===== config.mk =====
export PLATFORM = sky130hd
export DESIGN_NAME = fdf_mac
export DESIGN_NICKNAME = d
export VERILOG_FILES = /design/src/design/fdf_pkg.sv /design/src/design/fdf_mac.sv
export SDC_FILE = /design/constraint.sdc
export NUM_CORES = 1
export LEC_CHECK = 0
export BUFFER_PORTS_ARGS = -buffer_cell sky130_fd_sc_hd__buf_2
export CAP_MARGIN = 5
export CORE_UTILIZATION = 65
export DETAILED_ROUTE_END_ITERATION = 8
export HOLD_SLACK_MARGIN = 0.06
export PLACE_DENSITY_LB_ADDON = 0.1
export SLEW_MARGIN = 10
export SYNTH_ARGS = -nofsm -noshare
export SYNTH_HDL_FRONTEND = slang
export SYNTH_SLANG_ARGS = --single-unit

===== constraint.sdc =====
create_clock -name clk -period 2.9 [get_ports clk]
set_input_delay 0.725 -clock clk [delete_from_list [all_inputs] [get_ports clk]]
set_output_delay 0.725 -clock clk [all_outputs]
set_load 0.02 [all_outputs]

===== src/design/fdf_pkg.sv =====
// shared types and constants for the direct-form fir filter
package fdf_pkg;
	localparam int unsigned DATA_W = 16;
	localparam int unsigned IDX_W  = 6;
	localparam int unsigned FRAC_W = 15;

	localparam logic OP_SAMPLE = 1'b0;
	localparam logic OP_COEFF  = 1'b1;

	typedef struct packed {
		logic                     op;
		logic signed [DATA_W-1:0] sample_in;
		logic        [IDX_W-1:0]  tap_index;
		logic signed [DATA_W-1:0] tap_value;
	} fdf_in_t;

	typedef struct packed {
		logic signed [DATA_W-1:0] sample_out;
		logic                     clipped;
	} fdf_out_t;

	typedef struct packed {
		logic clr;
		logic issue;
	} mac_ctl_t;

	typedef enum logic [1:0] {
		ST_IDLE,
		ST_RUN,
		ST_DRAIN,
		ST_FIN
	} fdf_state_t;
endpackage


===== src/design/fdf_mac.sv =====
// shared multiply-accumulate unit, one tap product per cycle
module fdf_mac import fdf_pkg::*; #(
	parameter int unsigned ACC_W = 38
) (
	input  logic                     clk,
	input  logic                     arst_n,
	input  mac_ctl_t                 ctl,
	input  logic signed [DATA_W-1:0] a,
	input  logic signed [DATA_W-1:0] b,
	output logic signed [ACC_W-1:0]  acc
);
	logic signed [2*DATA_W-1:0] prod_s1;
	logic                       valid_s1;
	logic signed [ACC_W-1:0]    acc_q;

	always_ff @(posedge clk or negedge arst_n) begin
		if (!arst_n) begin
			valid_s1 <= 1'b0;
		end else begin
			valid_s1 <= ctl.issue;
		end
	end

	always_ff @(posedge clk) begin
		prod_s1 <= a * b;
		if (ctl.clr) begin
			acc_q <= '0;
		end else if (valid_s1) begin
			acc_q <= acc_q + ACC_W'(prod_s1);
		end
	end

	assign acc = acc_q;
endmodule


After elaboration in Yosys (flattened, before gate mapping)
Index checks and enable logic that the tools add are counted.
{"block": "op_classes", "mul": 1, "add_sub_neg": 1}
{"cell": "38-bit by 32-bit adder with 38-bit output", "count": 1}
{"cell": "16-bit by 16-bit multiplier with 32-bit output", "count": 1}
{"block": "word_totals", "output_inout_bits": 38, "register_bits": 71, "inputBits": 36}

Depth between registers and ports, before layout
Gate-level depths: netlist (run 1).
{"block": "depth", "word_depth": 1, "ltp_mapped": 22, "ltp_nobuf": 21}

Worst setup path after synthesis (run 1)
Ideal clock, no wire load.
{"block": "synth_path", "kind": "in2reg", "from": "input port b[1]", "to": "register prod_s1[31]", "cell_stages": 20, "arrival_ps": 6065, "path_slack_ps": -3286, "n_path_buf": 1, "cell_sequence": "clkbuf_1 nand2_1 inv_1 fa_1 fa_1 fa_1 fa_1 fa_1 inv_1 fa_1 inv_1 ha_1 and4_1 and2_1 nand4_1 a31oi_1 o22ai_1 or3_1 a31oi_1 xnor2_1"}
{"block": "synth_via", "elab_chain_len": 1}
{"element": "start, declared", "line_no": "fdf_mac.sv:9", "text": "input logic signed [DATA_W-1:0] b,"}
{"element": "16-bit by 16-bit multiplier with 32-bit output", "line_no": "fdf_mac.sv:25", "text": "prod_s1 <= a * b;"}
{"element": "end signal, assigned", "line_no": "fdf_mac.sv:25"}
{"element": "end, declared", "line_no": "fdf_mac.sv:12", "text": "logic signed [2*DATA_W-1:0] prod_s1;"}
No other way between the ends.
A chain may end at the register's enable or synchronous reset.

Final worst setup path (run 1)
{"block": "layout_path", "from": "input port b[4]", "to": "register prod_s1[31]"}
Same word-level chain as after synthesis.

==> metrics.md, run 1 <==
| Metric | Value |
|---|---|
| CP Capture Type | register |
| R2R Path End | acc[26] |
| Residual DRC count | 0 |
| Total grt overflow | 0 |
| Post-route cell area | 0.0176 mm^2 |
| Fin Setup TNS | -63.67 ns |
| Worst Setup EP | prod_s1[31] |
| Outcome | finished with violations |
| Global Route Usage Sum | 35.2% |
| Die Ht | 148 um |
| Vias per inst | 5.92 |
| Pins over their slew limit | 0 |
| Max_cap viols | 0 |
| Required time worst endpoint | 3.16 ns |
| Slew margin rel. | 58.4% |
| Hold Crit Class | primary input to async pin |
| First drt pass iteration count | 6 |
| Max Freq | 171 MHz |
| Antenna violations before repair | 0 |
| Ys flop type | dfxtp_1 |
| Slew at the pin closest to its max-slew limit | 0.624 ns |
| Simple-gate share of the synthesized area | 16.3% |
| DPL Wire Length | 28.0 mm |
| Asr flop ratio synth | 1.41% |
| Synthesized netlist cell count | 1529 |
| Synthesized area | 0.0138 mm^2 |
| RSZ-0062 raised after global routing | yes |
| Post-route ant nets | 0 |
| Crit path launch | b[4] |
| Critical Path AT | 6.10 ns |
| Register bit total from synthesis | 71 |
| Core outline area | 0.0205 mm^2 |
| Clk buf depth | 2 |
| Vias in the first global route | 12300 |
| Initial core utilization | 67.2% |
| Clock sink total | 71 |
| Compound-Gate Fraction of Synth Area | 9.41% |
| CP Class | primary input to register |
| Initial DRC count | 876 |
| H-tree depth | 3 |
| R2r worst-path depth | 12 |
| Worst skew pair latency | 0.34 ns |
| Syn Area/Cell | 9.01 um^2 |
| Startpoint type of the worst setup path | primary input |
| Final setup fails | 28 |
| Final Core Density | 85.6% |
| Port-buffer cells | 73 |
| Via Count | 12100 |
| Largest family of logic cells by synthesized area | adder cells |
| Register area share after synthesis | 10.4% |
| CP max FO | 5 |
| Post-route minimum period | 5.84 ns |
| Clock-pin slew on the worst setup and hold paths | 0.06 ns |
| FF-to-FF setup slack | 0.07 ns |
| Final WL | 41.4 mm |
| Final Hold Viols | 0 |
| Yosys cell types | 60 |
| Root Buffer | clkbuf_16 |
| TritonCTS clock tree | built |
| Setup WS post-layout | -2.94 ns |
| Total CTS buffers | 9 |
| Synth warnings | 0 |
| Std-Cell Rows | 52 |
| Failing checks | setup timing |
| Reg2reg start | acc[0] |
| Cts-stage hold buffer count | 0 |
| I/O Pins | 74 |
| Placed standard-cell area | 0.0160 mm^2 |
| First-pass GRT wire length | 60.1 mm |
| # diodes | 0 |
| Xor/xnor share of the synthesized area | 3.62% |
| Final worst path period share | 201% |
| Die Width | 148 um |
| Adder-cell share of the synthesized area | 49.0% |
| Area Overhead vs Synth | 27.4% |
| Die area | 0.0218 mm^2 |
| Routability Congestion | 0.972 |
| Largest net degree at the start of global routing | 48 |
| Mux share of post-synthesis cell area | 1.83% |
| Post-synth EDFFs | 0 |
| Post-layout nets | 2190 |
| Net Count, Synth | 1947 |
| Clock skew | 0.0107 ns |
| Layout cell share with drive strength beyond 1 | 28.0% |
| WL per Instance | 20.2 um |
per-layer routing:
metal | up-vias | share of wire [%] | GRT usage, %
met2 | 687 | 50 | 60.4
met5 | - | 0 | 0
li1 | 5298 | - | -
met1 | 5962 | 38 | 45.1
met3 | 173 | 7.7 | 5.28
met4 | 0 | 4.6 | 13.5
logic make-up after synthesis:
kind of cell,count (synthesis)
AND/OR/NAND/NOR,448
adder cells (fa/ha/maj),382
buffers and inverters,347
AO/OA/AOI/OAI,199
flip-flops,71
XOR/XNOR,57
multiplexers,25
Yosys cell counts, drive strengths merged (2+ instances only):
master   count  area, um^2
buf          5        21.3
nand4b       2        17.5
nand2b      11        68.8
or4b         2        20.0
a31o         3        26.3
a21oi       53         265
clkbuf      42         158
o21bai      15         113
mux2i       24         240
fa         263        5270
nor3b        5        37.5
inv        300        1130
nand2      157         589
ha         119        1490
a211oi      13        97.6
o221ai       2        23.8
or3          6        37.5
o21ai       41         205
nand3       16        80.1
o21a         7        52.6
a41oi        3        26.3
a21o        20         150
nor4b        4        35.0
nor3        16        85.1
o22ai        2        12.5
and2       129         807
a211o        4        35.0
dfxtp       70        1400
nand3b       3        22.5
xnor2       45         394
o31ai        5        37.5
nand4        9        56.3
nor2b        4        25.0
nor2        69         259
o211ai       5        42.5
a221oi       2        17.5
a31oi        9        56.3
o311ai       3        26.3
a2111oi      5        43.8
xor2        12         105
a311o        2        20.0
nor4         5        31.3
and3         6        37.5
cell usage in the layout (no fill, tap or decap), drive strengths merged, types with 3 or more instances in the layout:
| master | instances |
|---|---|
| a2111oi | 5 |
| a211o | 4 |
| a211oi | 13 |
| a21o | 20 |
| a21oi | 53 |
| a31o | 3 |
| a31oi | 9 |
| a41oi | 3 |
| and2 | 129 |
| and3 | 6 |
| buf | 276 |
| clkbuf | 13 |
| clkinv | 3 |
| clkinvlp | 3 |
| dfxtp | 70 |
| fa | 263 |
| ha | 119 |
| inv | 299 |
| mux2i | 24 |
| nand2 | 157 |
| nand2b | 11 |
| nand3 | 16 |
| nand3b | 3 |
| nand4 | 9 |
| nor2 | 69 |
| nor2b | 4 |
| nor3 | 16 |
| nor3b | 5 |
| nor4 | 5 |
| nor4b | 4 |
| o211ai | 5 |
| o21a | 7 |
| o21ai | 41 |
| o21bai | 15 |
| o311ai | 3 |
| o31ai | 5 |
| or3 | 6 |
| xnor2 | 45 |
| xor2 | 12 |
repair_timing:
item	4_1_cts	5_1_grt
cloned	1	1
buffers inserted	17	22
gates resized for setup	169	118
setup endpoints to repair	30	35
pin swaps	64	44
state kept, by name (all words and copies together) (netlist names):
name and flops:
prod_s1 32, valid_s1 1, acc 38
through the flow:
stage	hold WS (ns)	instances	worst slack, ns
after floorplan	0.429	1529	-2.93
after global placement	0.466	2003	-3.24
after detailed placement	0.485	2003	-3.49
after CTS	0.140	2035	-2.80
after global routing	0.137	2047	-3.05
final	0.146	2047	-2.94
worst min-delay path by stage:
stage / from / depth (start not counted) / slack [ns] / to
after floorplan: arst_n / 0 / 0.43 / valid_s1
after global placement: acc[34] / 2 / 0.47 / acc[34]
after detailed placement: acc[34] / 2 / 0.48 / acc[34]
after CTS: arst_n / 1 / 0.14 / valid_s1
after global routing: arst_n / 1 / 0.14 / valid_s1
final: arst_n / 1 / 0.15 / valid_s1
worst max-delay path, cell delays in order:
cell	delay, ns
buf_12	0.11
and2_4	0.15
fa_1	0.60
inv_2	0.06
fa_1	0.46
fa_1	0.54
inv_2	0.04
fa_1	0.47
fa_1	0.53
inv_1	0.08
fa_1	0.56
inv_2	0.07
ha_4	0.28
buf_4	0.14
and2_4	0.15
nand4_1	0.13
a31oi_2	0.25
o22ai_2	0.12
or3_4	0.37
a31oi_4	0.15
xnor2_1	0.13
cell type report:
| class | instances | area (um^2) |
|---|---|---|
| clock inverter | 6 | 60.1 |
| tap | 270 | 338 |
| inverter | 300 | 1130 |
| clock buffer | 10 | 239 |
| timing repair buffer | 279 | 2330 |
| sequential | 71 | 1430 |
| fill | 1071 | 2940 |
| multi-input combinational | 1111 | 12000 |
Power of run 1 is not shown: default switching activity piles up to over one toggle a cycle in this logic, so the estimate is an artifact.
==> run 2: changes to the inputs <==
clock period = 7.05 ns   (was 2.9 ns; I/O delays follow)
==> metrics.md, run 2 (synthesized netlist as in run 1, its figures left out) <==
| Metric | Value |
|---|---|
| Reg2reg start | acc[0] (unchanged) |
| RSZ-0062 raised after global routing | yes (unchanged) |
| Min-delay src | acc[32] |
| Final WL | 31.3 mm (was 41.4 mm) |
| Clk buf depth | 2 (unchanged) |
| Via Count | 10800 (was 12100) |
| Area Overhead vs Synth | 14.6% (was 27.4%) |
| I/O Pins | 74 (unchanged) |
| Post-route ant nets | 0 (unchanged) |
| Slew at the pin closest to its max-slew limit | 0.980 ns (was 0.624 ns) |
| CP Class | primary input to register (unchanged) |
| CP Capture Type | register (unchanged) |
| Critical path's slowest cell | fa_1 (unchanged) |
| Final Hold Viols | 0 (unchanged) |
| Antenna violations before repair | 0 (unchanged) |
| H-tree depth | 3 (unchanged) |
| CP cell instances | buf_4, and2_4, fa_1, inv_2, fa_1, fa_1, inv_1, fa_1, fa_1, inv_1, fa_1, inv_2, ha_4, and4_4, and2_4, nand4_1, a31oi_4, o22ai_4, or3_4, a31oi_4, xnor2_1 (was buf_12, and2_4, fa_1, inv_2, fa_1, fa_1, inv_2, fa_1, fa_1, inv_1, fa_1, inv_2, ha_4, buf_4, and2_4, nand4_1, a31oi_2, o22ai_2, or3_4, a31oi_4, xnor2_1) |
| First-pass GRT wire length | 51.8 mm (was 60.1 mm) |
| Critical Path AT | 7.22 ns (was 6.10 ns) |
| Core outline area | 0.0205 mm^2 (unchanged) |
| Die Ht | 148 um (unchanged) |
| Slew margin rel. | 34.7% (was 58.4%) |
| Largest net degree at the start of global routing | 55 (was 48) |
| Startpoint type of the worst setup path | primary input (unchanged) |
| Total grt overflow | 0 (unchanged) |
| Routability Congestion | 0.939 (was 0.972) |
| Hold Crit Class | register to register (was primary input to async pin) |
| Initial core utilization | 67.2% (unchanged) |
| R2r worst-path depth | 11 (was 12) |
| Final worst path period share | 98.6% |
| Std-Cell Rows | 52 (unchanged) |
| Clock-pin slew on the worst setup and hold paths | 0.06 ns (about the same) |
| Hold path cells | 2 |
| WL per Instance | 16.0 um (was 20.2 um) |
| Post-layout nets | 2103 (was 2190) |
| Clock sink total | 71 (unchanged) |
| Required time worst endpoint | 7.32 ns (was 3.16 ns) |
| Final setup fails | 0 (was 28) |
| TritonCTS clock tree | built (unchanged) |
| Post-route minimum period | 6.95 ns |
| Commonest cells after routing, fill and taps aside | inv_1, fa_1, nand2_1 (was inv_1, fa_1, buf_4) |
| Vias per inst | 5.51 (was 5.92) |
| Die Width | 148 um (unchanged) |
| Pins over their slew limit | 0 (unchanged) |
| Die area | 0.0218 mm^2 (unchanged) |
| Worst skew pair latency | 0.33 ns (was 0.34 ns) |
| Worst hold endpoint | acc[32] |
| DPL Wire Length | 26.2 mm (was 28.0 mm) |
| # diodes | 0 (unchanged) |
| Layout cell share with drive strength beyond 1 | 15.1% (was 28.0%) |
| Max_cap viols | 0 (unchanged) |
| FF-to-FF setup slack | 3.79 ns (was 0.07 ns) |
| Clock skew | 0.00643 ns (was 0.0107 ns) |
| R2R Path End | acc[26] (unchanged) |
| First drt pass iteration count | 5 (was 6) |
| Port-buffer cells | 73 (unchanged) |
| Setup WS post-layout | 0.0972 ns (was -2.94 ns) |
| Most common cell on crit path | fa_1 (unchanged) |
| Global Route Usage Sum | 29.6% (was 35.2%) |
| Outcome | completed (was finished with violations) |
| Root Buffer | clkbuf_16 (unchanged) |
| Pre-CTS WS | -0.480 ns (was -3.49 ns) |
| Max Freq | 144 MHz |
| Most common cell after layout, fill and taps aside | inv_1 (unchanged) |
| CP max FO | 11 (was 5) |
| Vias in the first global route | 11000 (was 12300) |
| Residual DRC count | 0 (unchanged) |
| Crit path largest cell delay | 0.57 ns (was 0.60 ns) |
| Initial DRC count | 547 (was 876) |
| Total CTS buffers | 9 (unchanged) |
| Max reg flops | 38 (unchanged) |
[run 2: cell count changes in the layout (fill, tap and decap cells not counted), sizes merged]
cell	change
buf	-91
clkbuf	+5
clkinvlp	-2
bufinv	+1
inv	+1
clkinv	-1
[run 2: worst max path at each step]
stage          start  slack [ns]           to  depth (start not counted)
2_1_floorplan   b[2]       -0.07  prod_s1[31]                         21
3_3_place_gp    b[2]       -0.35  prod_s1[30]                         22
3_5_place_dp    b[2]       -0.48  prod_s1[30]                         22
4_1_cts         b[2]        0.02  prod_s1[31]                         22
5_1_grt         b[7]        -0.1  prod_s1[31]                         23
6_report        b[5]         0.1  prod_s1[31]                         21
[run 2: final cells by class]
cell class / instances / area [um^2]
Multi-Input combinational cell: 1111 / 11200
Fill cell: 1493 / 4710
Sequential cell: 71 / 1430
Timing Repair Buffer: 192 / 1350
Inverter: 300 / 1130
Tap cell: 270 / 338
Clock buffer: 11 / 243
Clock inverter: 5 / 81.3
[run 2: what timing repair did]
item / CTS / global route
hold buffers: 0 / 0
setup buffers: 0 / 6
gates resized for setup: 3 / 79
pin swaps: 0 / 28
setup endpoints to repair: 3 / 8
[run 2: per-stage QoR]
step	utilization [%]	setup TNS [ns]	instances	hold WS [ns]	area [um^2]
after floorplan	-	-0.0700	1529	0.549	13800
after global placement	73.9	-1.90	1938	0.472	15200
after detailed placement	73.9	-3.13	1938	0.481	15200
after CTS	75.6	0	1954	0.490	15500
after global routing	77.0	-0.222	1960	0.525	15800
final	77.0	0	1960	0.489	15800
[run 2: worst max-delay path: cells and delay by family]
| family | cells | cell delay, ns |
|---|---|---|
| simple gates | 5 | 1.08 |
| xor+xnor | 1 | 0.12 |
| fa+ha+maj | 7 | 3.33 |
| compound gates | 3 | 0.56 |
| buf+inv | 5 | 0.36 |
[run 2: per-layer routing]
metal	routed length [um]	share of wire, %	vias up	global-route usage [%]
li1	-	-	5112	-
met1	14000	45	5304	41.8
met2	15200	49	334	49.2
met3	1550	5.0	44	2.65
met4	515	1.6	0	7.89
met5	0	0	-	0
Power of run 2 is left out for the same reason.
